$ cat config.mk
export PLATFORM = sky130hd
export DESIGN_NAME = local_symbol_table
export DESIGN_NICKNAME = d
export VERILOG_FILES = /design/src/lst_pkg.sv /design/src/local_symbol_table.sv
export SDC_FILE = /design/constraint.sdc
export NUM_CORES = 2
export LEC_CHECK = 0
export ABC_AREA = 1
export ABC_CLOCK_PERIOD_IN_PS = 7600
export BUFFER_PORTS_ARGS = -buffer_cell sky130_fd_sc_hd__buf_2
export CAP_MARGIN = 10
export CORE_ASPECT_RATIO = 1.1
export CORE_MARGIN = 2
export CORE_UTILIZATION = 50
export CTS_BUF_LIST = sky130_fd_sc_hd__clkbuf_4
export DETAILED_ROUTE_END_ITERATION = 10
export PLACE_DENSITY = 0.66
export SYNTH_ARGS = -nofsm -noshare
export SYNTH_HDL_FRONTEND = slang
export SYNTH_SLANG_ARGS = --single-unit
$ cat constraint.sdc
create_clock -name clk -period 7.6 [get_ports clk]
set_clock_uncertainty 0.2 [all_clocks]
set_input_delay 0.76 -clock clk [delete_from_list [all_inputs] [get_ports clk]]
set_output_delay 0.76 -clock clk [all_outputs]
set_load 0.01 [all_outputs]
$ cat src/lst_pkg.sv
// Shared types and constants of the local symbol table.
package lst_pkg;

    localparam int DEF_MAX_ENTRIES = 32;
    localparam int DEF_MAX_NAME    = 8;
    localparam int DEF_TYPE_BITS   = 8;

    localparam int OPCODE_W    = 3;
    localparam int NAME_PORT_W = 56;
    localparam int SLOT_OUT_W  = 5;
    localparam int COUNT_OUT_W = 6;

    typedef enum logic [OPCODE_W-1:0] {
        OP_CLEAR    = 3'd0,
        OP_FIND     = 3'd1,
        OP_DECLARE  = 3'd2,
        OP_TRUNCATE = 3'd3,
        OP_QUERY    = 3'd4,
        OP_SET_TYPE = 3'd5
    } op_t;

    typedef enum logic [1:0] {
        ST_IDLE,
        ST_SCAN,
        ST_QUERY
    } state_t;

endpackage

$ cat src/local_symbol_table.sv
// Top level of the local symbol table: sequencer, entry memories and result registers.

// A word is taken when start is high and busy is low; its result appears on the
// result ports for exactly one cycle with done high, and the receiver cannot stall
// it. Clear, truncate, set type and the unused opcodes answer in the cycle after
// acceptance; query answers from the query state. Find and declare walk the
// visible entries through one shared name comparator fed by the name memory's
// single read port, one entry per cycle: a miss answers once every visible entry
// is compared, or from the scan state when the table is empty or the length is
// zero; a hit answers when the entry at its slot is compared, and a declare with
// an over-long name answers in the cycle after acceptance. Busy falls in the cycle
// that done is shown, so the next word may be taken then. No clearing pass follows
// reset: entries are read only below the count, and each one was written first.
module local_symbol_table
    import lst_pkg::*;
#(
    parameter int MAX_ENTRIES = DEF_MAX_ENTRIES,
    parameter int MAX_NAME    = DEF_MAX_NAME,
    parameter int TYPE_BITS   = DEF_TYPE_BITS
)
(
    input  logic                   clk,
    input  logic                   rst_n,
    input  logic                   start,
    output logic                   busy,
    input  logic [OPCODE_W-1:0]    opcode,
    input  logic [NAME_PORT_W-1:0] name_bytes,
    input  logic [7:0]             name_length,
    input  logic                   let_flag_in,
    input  logic [7:0]             type_in,
    input  logic [7:0]             slot_in,
    input  logic [7:0]             keep_count,
    input  logic                   cfg_we,
    input  logic [7:0]             cfg_wdata,
    output logic                   done,
    output logic                   ok,
    output logic [SLOT_OUT_W-1:0]  slot_out,
    output logic                   let_flag_out,
    output logic [7:0]             type_out,
    output logic [COUNT_OUT_W-1:0] entry_count
);

    localparam int LIM    = MAX_NAME - 1;
    localparam int NAME_W = 8 * LIM;
    localparam int LEN_W  = $clog2(MAX_NAME);
    localparam int CNT_W  = $clog2(MAX_ENTRIES + 1);
    localparam int IDX_W  = (MAX_ENTRIES > 1) ? $clog2(MAX_ENTRIES) : 1;

    // Entry memories.
    logic [NAME_W-1:0]    name_mem [MAX_ENTRIES];
    logic                 let_mem  [MAX_ENTRIES];
    logic [TYPE_BITS-1:0] type_mem [MAX_ENTRIES];

    // Control registers.
    state_t               state_reg, state_next;
    logic                 done_reg, done_next;
    logic [CNT_W-1:0]     count_reg, count_next;
    logic [CNT_W-1:0]     issue_reg, issue_next;
    logic                 pend_valid_reg, pend_valid_next;
    logic [7:0]           unknown_reg;

    // Payload registers.
    op_t                  op_reg, op_next;
    logic [NAME_W-1:0]    name_reg, name_next;
    logic [LEN_W-1:0]     clen_reg, clen_next;
    logic                 len_zero_reg, len_zero_next;
    logic                 let_reg, let_next;
    logic [TYPE_BITS-1:0] type_reg, type_next;
    logic                 qhit_reg, qhit_next;
    logic [IDX_W-1:0]     pend_idx_reg, pend_idx_next;
    logic [NAME_W-1:0]    name_rd_reg;
    logic                 let_rd_reg;
    logic [TYPE_BITS-1:0] type_rd_reg;
    logic                 ok_reg, ok_next;
    logic [SLOT_OUT_W-1:0] slot_reg, slot_next;
    logic                 let_out_reg, let_out_next;
    logic [7:0]           type_out_reg, type_out_next;

    logic                 accept;
    logic                 slot_in_range;
    logic                 decl_we;
    logic                 set_we;
    logic                 scan_hit;
    logic                 scan_miss;
    logic [LEN_W-1:0]     clen_in;
    logic [NAME_W-1:0]    name_masked;

    // Stored byte i must equal the given byte below the length, and the byte
    // right after a short name must be zero.
    function automatic logic names_match(input logic [NAME_W-1:0] stored,
                                         input logic [NAME_W-1:0] given,
                                         input logic [LEN_W-1:0]  clen);
        logic m;
        m = 1'b1;
        for (int i = 0; i < LIM; i++) begin
            if (LEN_W'(i) < clen) begin
                if (stored[8*i +: 8] != given[8*i +: 8]) begin
                    m = 1'b0;
                end
            end
            else if (LEN_W'(i) == clen) begin
                if (stored[8*i +: 8] != 8'h00) begin
                    m = 1'b0;
                end
            end
        end
        return m;
    endfunction

    assign accept        = start && !busy;
    assign busy          = (state_reg != ST_IDLE);
    assign slot_in_range = (slot_in < 8'(count_reg));
    assign set_we        = accept && (opcode == OP_SET_TYPE) && slot_in_range;

    assign clen_in = (name_length >= 8'(LIM)) ? LEN_W'(LIM) : name_length[LEN_W-1:0];

    always_comb
    begin
        for (int i = 0; i < LIM; i++) begin
            name_masked[8*i +: 8] = (LEN_W'(i) < clen_in) ? name_bytes[8*i +: 8] : 8'h00;
        end
    end

    assign scan_hit  = pend_valid_reg && !len_zero_reg &&
                       names_match(name_rd_reg, name_reg, clen_reg);
    assign scan_miss = len_zero_reg || (!pend_valid_reg && (issue_reg >= count_reg));

    always_comb
    begin
        state_next      = state_reg;
        done_next       = 1'b0;
        count_next      = count_reg;
        issue_next      = issue_reg;
        pend_valid_next = pend_valid_reg;
        op_next         = op_reg;
        name_next       = name_reg;
        clen_next       = clen_reg;
        len_zero_next   = len_zero_reg;
        let_next        = let_reg;
        type_next       = type_reg;
        qhit_next       = qhit_reg;
        pend_idx_next   = pend_idx_reg;
        ok_next         = ok_reg;
        slot_next       = slot_reg;
        let_out_next    = let_out_reg;
        type_out_next   = type_out_reg;
        decl_we         = 1'b0;

        case (state_reg)
            ST_IDLE:
            begin
                if (accept) begin
                    op_next         = op_t'(opcode);
                    name_next       = name_masked;
                    clen_next       = clen_in;
                    len_zero_next   = (name_length == 8'd0);
                    let_next        = let_flag_in;
                    type_next       = type_in[TYPE_BITS-1:0];
                    qhit_next       = slot_in_range;
                    issue_next      = '0;
                    pend_valid_next = 1'b0;
                    ok_next         = 1'b1;
                    slot_next       = '0;
                    let_out_next    = 1'b0;
                    type_out_next   = 8'h00;
                    case (opcode)
                        OP_CLEAR:
                        begin
                            count_next = '0;
                            done_next  = 1'b1;
                        end
                        OP_FIND:
                        begin
                            state_next = ST_SCAN;
                        end
                        OP_DECLARE:
                        begin
                            if (name_length >= 8'(MAX_NAME)) begin
                                ok_next   = 1'b0;
                                done_next = 1'b1;
                            end
                            else begin
                                state_next = ST_SCAN;
                            end
                        end
                        OP_TRUNCATE:
                        begin
                            if (keep_count < 8'(count_reg)) begin
                                count_next = CNT_W'(keep_count);
                            end
                            done_next = 1'b1;
                        end
                        OP_QUERY:
                        begin
                            state_next = ST_QUERY;
                        end
                        default:
                        begin
                            // Set type writes the memory at this edge; unused
                            // opcodes only answer.
                            done_next = 1'b1;
                        end
                    endcase
                end
            end
            ST_SCAN:
            begin
                if (scan_hit || scan_miss) begin
                    state_next = ST_IDLE;
                    done_next  = 1'b1;
                    if (op_reg == OP_FIND) begin
                        ok_next   = scan_hit;
                        slot_next = scan_hit ? SLOT_OUT_W'(pend_idx_reg) : '0;
                    end
                    else if (scan_hit || (count_reg == CNT_W'(MAX_ENTRIES))) begin
                        ok_next   = 1'b0;
                        slot_next = '0;
                    end
                    else begin
                        decl_we    = 1'b1;
                        ok_next    = 1'b1;
                        slot_next  = SLOT_OUT_W'(count_reg);
                        count_next = count_reg + CNT_W'(1);
                    end
                end
                else if (issue_reg < count_reg) begin
                    // Read one entry while the previous one is compared.
                    issue_next      = issue_reg + CNT_W'(1);
                    pend_valid_next = 1'b1;
                    pend_idx_next   = issue_reg[IDX_W-1:0];
                end
                else begin
                    pend_valid_next = 1'b0;
                end
            end
            ST_QUERY:
            begin
                state_next    = ST_IDLE;
                done_next     = 1'b1;
                ok_next       = 1'b1;
                slot_next     = '0;
                let_out_next  = qhit_reg ? let_rd_reg : 1'b0;
                type_out_next = qhit_reg ? 8'(type_rd_reg) : unknown_reg;
            end
            default:
            begin
                state_next = ST_IDLE;
            end
        endcase
    end

    always_ff @(posedge clk or negedge rst_n)
    begin
        if (!rst_n) begin
            state_reg      <= ST_IDLE;
            done_reg       <= 1'b0;
            count_reg      <= '0;
            issue_reg      <= '0;
            pend_valid_reg <= 1'b0;
            unknown_reg    <= 8'h00;
        end
        else begin
            state_reg      <= state_next;
            done_reg       <= done_next;
            count_reg      <= count_next;
            issue_reg      <= issue_next;
            pend_valid_reg <= pend_valid_next;
            if (cfg_we) begin
                unknown_reg <= cfg_wdata;
            end
        end
    end

    always_ff @(posedge clk)
    begin
        op_reg       <= op_next;
        name_reg     <= name_next;
        clen_reg     <= clen_next;
        len_zero_reg <= len_zero_next;
        let_reg      <= let_next;
        type_reg     <= type_next;
        qhit_reg     <= qhit_next;
        pend_idx_reg <= pend_idx_next;
        ok_reg       <= ok_next;
        slot_reg     <= slot_next;
        let_out_reg  <= let_out_next;
        type_out_reg <= type_out_next;
    end

    // Name memory: written by declare, read by the scan.
    always_ff @(posedge clk)
    begin
        if (decl_we) begin
            name_mem[count_reg[IDX_W-1:0]] <= name_reg;
        end
        name_rd_reg <= name_mem[issue_reg[IDX_W-1:0]];
    end

    // Flag and type memories: read at the requested slot as the word is taken.
    always_ff @(posedge clk)
    begin
        if (decl_we) begin
            let_mem[count_reg[IDX_W-1:0]] <= let_reg;
        end
        let_rd_reg <= let_mem[slot_in[IDX_W-1:0]];
    end

    always_ff @(posedge clk)
    begin
        if (decl_we) begin
            type_mem[count_reg[IDX_W-1:0]] <= type_reg;
        end
        else if (set_we) begin
            type_mem[slot_in[IDX_W-1:0]] <= type_in[TYPE_BITS-1:0];
        end
        type_rd_reg <= type_mem[slot_in[IDX_W-1:0]];
    end

    assign done         = done_reg;
    assign ok           = ok_reg;
    assign slot_out     = slot_reg;
    assign let_flag_out = let_out_reg;
    assign type_out     = type_out_reg;
    assign entry_count  = COUNT_OUT_W'(count_reg);

endmodule

# Word level (Yosys, flattened, before mapping)
# Memories as Yosys holds them, arrays and structs flattened. A register that Yosys moved wholly into a read port is not among the register bits.
# Index checks and enable logic that the tools add are counted.
# word_totals
register_bits,117
latchBits,0
ram_bits,2080
rom_bits,0
inputBits,104
output_inout_bits,23
word_cells,202
n_memories,3
# memory_table
name,words,word_bits,rd,rd_clocked_by_memory_dff,wr,line_no,source
name_mem,32,56,1,1,1,local_symbol_table.sv:50,logic [NAME_W-1:0] name_mem [MAX_ENTRIES];
type_mem,32,8,1,1,1,local_symbol_table.sv:52,logic [TYPE_BITS-1:0] type_mem [MAX_ENTRIES];
let_mem,32,1,1,1,1,local_symbol_table.sv:51,logic let_mem [MAX_ENTRIES];
# op_classes
n_addsub,2
multipliers,0
n_div,0
magnitude_cmp,20
n_eq_ne,32
shifts,0
mux,83
n_bitwise,1
n_reduce_logical,37
# ops
cell,count
8-bit != test,7
8-bit nonzero test,7
1-bit two-way mux,50
6-bit two-way mux,8
6-bit one-hot mux with 2 select lines,3
5-bit two-way mux,6
8-bit two-way mux,3
"3-bit < comparator, first input constant",6
8-bit by 6-bit < comparator with 1-bit output,2
8-bit one-hot mux with 2 select lines,1
5-bit one-hot mux with 3 select lines,1
"6-bit by 1-bit adder with 6-bit output, second input constant",2
"1-bit by 3-bit < comparator with 1-bit output, first input constant",4
"2-bit by 3-bit < comparator with 1-bit output, first input constant",4
"2-bit != test, second input constant",6
"3-bit == test, first input constant",3
3-bit AND reduction,3
"8-bit by 3-bit >= comparator with 1-bit output, second input constant",1
"8-bit by 4-bit >= comparator with 1-bit output, second input constant",1
8-bit zero test,1
4-bit AND reduction,2
8-bit OR reduction,1
7-bit AND reduction,1
"2-bit by 3-bit == test with 1-bit output, first input constant",2
28 further kinds,50

# Depth between registers and ports, before layout
# depth
ltp_word,32
depth_mapped,21
ltp_nobuf,20

# Worst setup path after synthesis
# No wires, ideal clock.
# synth_timing
kind,register to register
start,register issue_reg[0]
end,memory let_mem[11] (enable)
setup_time_ps,472
t_arrival_ps,4782
required_ps,6928
slack_ps,2146
stages_incl_launch_ff,16
period_less_slack_ps,5454
cell_sequence,dfrtp_1 buf_2 inv_2 clkbuf_1 clkbuf_1 buf_2 ha_1 nand3_1 nand4_1 a21oi_1 a21oi_1 nand2_2 buf_6 inv_1 nand2_1 nor2_1
# synth_via
elab_chain_len,8
# synth_rtl
item,line_no,source
"start, declared",local_symbol_table.sv:58,"logic [CNT_W-1:0] issue_reg, issue_next;"
"start signal, assigned",local_symbol_table.sv:266,issue_reg <= issue_next;
6-bit >= comparator,local_symbol_table.sv:126,assign scan_miss = len_zero_reg || (!pend_valid_reg && (issue_reg >= count_reg));
1-bit logical AND,local_symbol_table.sv:126,
1-bit logical OR,local_symbol_table.sv:126,
1-bit logical OR,local_symbol_table.sv:208,if (scan_hit || scan_miss) begin
1-bit two-way mux,local_symbol_table.sv:208,
1-bit two-way mux,local_symbol_table.sv:149,case (state_reg)
1-bit two-way mux,local_symbol_table.sv:302,if (decl_we) begin
1-bit two-way mux (implied by the code),local_symbol_table.sv:303,let_mem[count_reg[IDX_W-1:0]] <= let_reg;
"end, declared",local_symbol_table.sv:51,
# No other way between the ends.

# Worst setup path after layout
# layout_timing
start,register name_reg[1]
end,memory name_mem[11][24] in the netlist's numbering (enable)
# layout_via
elab_chain_len,29
elab_cells_between_ends,36
cone_classes,1 x eq/ne; 32 x mux; 3 x reduce/logical
# layout_rtl
item,line_no,source
"start, declared",local_symbol_table.sv:64,"logic [NAME_W-1:0] name_reg, name_next;"
"start signal, assigned",local_symbol_table.sv:277,name_reg <= name_next;
8-bit != test (*),local_symbol_table.sv:97,if (stored[8*i +: 8] != given[8*i +: 8]) begin
1-bit two-way mux (*),local_symbol_table.sv:97,
1-bit two-way mux (*),local_symbol_table.sv:96,if (LEN_W'(i) < clen) begin
1-bit two-way mux,local_symbol_table.sv:102,if (stored[8*i +: 8] != 8'h00) begin
1-bit two-way mux,local_symbol_table.sv:101,else if (LEN_W'(i) == clen) begin
1-bit two-way mux (*),local_symbol_table.sv:96,
1-bit two-way mux,local_symbol_table.sv:102,
1-bit two-way mux,local_symbol_table.sv:101,
(+13 left out),-,
1-bit logical AND (*),local_symbol_table.sv:124,assign scan_hit = pend_valid_reg && !len_zero_reg &&
1-bit logical OR,local_symbol_table.sv:215,else if (scan_hit || (count_reg == CNT_W'(MAX_ENTRIES))) begin
1-bit two-way mux,local_symbol_table.sv:215,
1-bit two-way mux,local_symbol_table.sv:211,if (op_reg == OP_FIND) begin
1-bit two-way mux (*),local_symbol_table.sv:208,
1-bit two-way mux (*),local_symbol_table.sv:149,
1-bit two-way mux (*),local_symbol_table.sv:293,if (decl_we) begin
1-bit two-way mux (implied by the code) (*),local_symbol_table.sv:294,name_mem[count_reg[IDX_W-1:0]] <= name_reg;
"end, declared",local_symbol_table.sv:50,
# Mark *: on every way between the ends. The rest lies on a longest branch, timed or not.

==> metrics.txt <==
WL final=250000 µm; worst vdd ir=0.212 mV; DRC=0; crit path kind=register to register; Hold Path Sink=name_reg[39]; Synth Cell Area=88300 µm²; Final Max Slew Viols=0; Post-DP HPWL=124000 µm; slew margin rel.=0.172; share of layout cells above drive strength 1=0.160; worst path required time=8.34 ns; vias per cell=6.04; crit path time final=5.61 ns; total gr overflow=0; Worst R2R Path Depth=15; final setup TNS=0 ns; r2r startpoint=name_reg[1]; syn avg cell area=13.3 µm²; synthesis-stage register bit count=2262; clock-pin slew on the worst setup and hold paths=0.06 ns; Worst setup EP type=register; Final GP Congestion=0.871; # placed instances=8715; worst-path fanout max=33; final hold vios=0; Post-Synthesis Cells=6619; worst min path class=primary input to register; most frequent cell after synthesis=edfxtp_1; Wirelength per Cell=25.2 µm; Post-Synth Adder-Cell Area=0.00354; initial antenna violation count=6; Max Cap Violations=0; Starting Density=0.504; Syn. warnings=0; leading area contributor after synthesis=edfxtp_1; core area=175000 µm²; clk sinks=2262; Leak Pwr=33.9 nW; Post-synth EDFFs=2173; max FFs per register=1792; unique cell type count in the Yosys netlist=45; DRT iter0 DRCs=7354; Hold Path Cell Cnt=4; Detailed Routing Iterations Pass 1=8; Final setup viols=0; sequential fraction of the synthesis area=0.760; simple-gate share of the synthesized area=0.0821; DR vias=59781; post-route ant nets=0; crit share post-route=0.738; IO Pins=127; Port Buffers=126; Worst R2R Setup Slack=1.99 ns; die width=405 µm; top cell type's share of synthesized area=0.739; clk_lat worst skew=1.36 ns; power per cell area=317 nW/µm²; Post-Layout Cell Count=9890; Post-synth ARST share=0.0106; die footprint=180000 µm²; Max H-tree Level=6; top_reg_cell synth=edfxtp_1; Tot GR Track Use=0.274; Fmax achieved=178 MHz; R2R Path End=name_mem[11][24]; global-route wire length before repair=368000 µm; TritonCTS Buffers=574; DIE HEIGHT=445 µm; nets=7334; RSZ-0062 raised after global routing=false; hold path start=name_bytes[39]; main combinational cell family by area after synthesis=compound AO/OA/AOI/OAI gates; vias in the first global route=58926; critical path launch point type=register; row count=161; ranking of synthesized cells by area=edfxtp_1 74%, o21ai_0 6.3%, nor2_1 5.7%; CTS tree=yes; commonest cells in the netlist=2173 x edfxtp_1, 1343 x nor2_1, 1107 x o21ai_0; multiplexer share of the synthesized area=0.000113; run status=completed; syn nets=6748; Syn-to-layout area delta=14.0%; largest net degree at the start of global routing=191; post-synthesis compound-gate area fraction=0.124; Worst Path Arrival=6.35 ns; Root Buffer=clkbuf_4; worst-margin pin slew=1.24 ns; xor/xnor share of the synthesized area=0.00327; Clock Tree Buf Depth=4
==> worst max path at each step <==
stage / start / endpoint / depth (start not counted)
3_3_place_gp: name_reg[29] / name_mem[2][27] / 15
2_1_floorplan: issue_reg[0] / let_mem[11] / 15
3_5_place_dp: name_reg[29] / name_mem[11][24] / 15
6_report: name_reg[1] / name_mem[11][24] / 15
5_1_grt: name_reg[29] / name_mem[11][16] / 15
4_1_cts: name_reg[6] / name_mem[2][27] / 17
==> cells by family after synthesis <==
group           count (synthesis)
xor+xnor                       33
buf+inv                       621
simple gates                 1824
fa+ha+maj                      25
flops                        2262
compound gates               1853
mux                             1
==> per-layer routing <==
layer | vias to the layer above | routed length [µm] | track usage | share of wire
li1 | 26334 | - | - | -
met1 | 29510 | 96800 | 0.367 | 0.39
met2 | 3375 | 119000 | 0.438 | 0.48
met3 | 558 | 23200 | 0.0498 | 0.093
met4 | 4 | 10100 | 0.125 | 0.041
met5 | - | 23 | 0 | 0.000092
==> worst max-delay path, stage by stage (launching register included) <==
cell      delay, ns
edfxtp_1       1.06
xor2_1         0.15
nor2_1         0.15
nand2_1        0.10
nor2_2         0.28
nand2_1        0.08
nor2_1         0.13
nand2_1        0.08
nand2_2        0.08
nand3_4        0.18
a21oi_1        0.21
nand2_2        0.22
inv_1          0.19
nand2_1        0.49
nor2_4         0.99
buf_4          0.53
==> cell usage in the layout, fill, tap and decap left out, types with 4 or more instances in the layout <==
master,count
clkinv_2,8
nand3_1,119
diode_2,6
bufinv_16,4
o221ai_1,200
a32oi_1,62
nand2_4,4
a31oi_1,28
clkinv_1,106
nor2_4,33
inv_2,19
a21oi_1,83
nor2_1,1309
inv_1,159
dfxtp_1,65
edfxtp_1,2173
nand2_1,274
dfrtp_4,4
dlygate4sd3_1,194
o22ai_1,304
a221oi_1,57
clkbuf_4,845
nand4_1,8
buf_2,125
dfrtp_1,20
buf_4,103
nand2_2,8
ha_1,25
nand3_2,14
o21ai_0,1107
xnor2_1,24
nor3_1,47
buf_12,31
xor2_1,9
==> repair_timing <==
action | CTS | global route
buffers inserted | 0 | 0
hold buffers | 195 | 0
gates resized for setup | 0 | 0
endpoints found under the hold margin | 204 | 0
==> metrics by stage <==
step                instance area [µm²]   util  setup slack, ns  total power, mW  hold slack [ns]
floorplan                         88300      -             2.15             19.7            0.248
global placement                  91800  0.524             2.14             21.9            0.270
detailed placement                91800  0.524             2.08             22.1            0.281
CTS                              101000  0.575             2.02             32.0          0.00863
global route                     101000  0.575             1.68             33.4           0.0813
finish                           101000  0.575             1.99             32.0            0.146
==> area by class of cell <==
class / instances / area, µm²
Fill cell: 14008 / 74500
Sequential cell: 2262 / 67200
Multi-Input combinational cell: 3736 / 19100
Clock buffer: 845 / 6340
Timing Repair Buffer: 454 / 3990
Tap cell: 2282 / 2860
Inverter: 177 / 699
Clock inverter: 128 / 604
Antenna cell: 6 / 15.0
==> where the power goes <==
group	total (mW)	leakage [nW]	internal [mW]	switching, mW
Sequential	15.3	20.4	14.8	0.533
Clock	9.93	4.19	5.20	4.72
Combinational	6.74	9.33	1.91	4.83
Total	32.0	33.9	21.9	10.1
(Power assumes the default switching activity.)
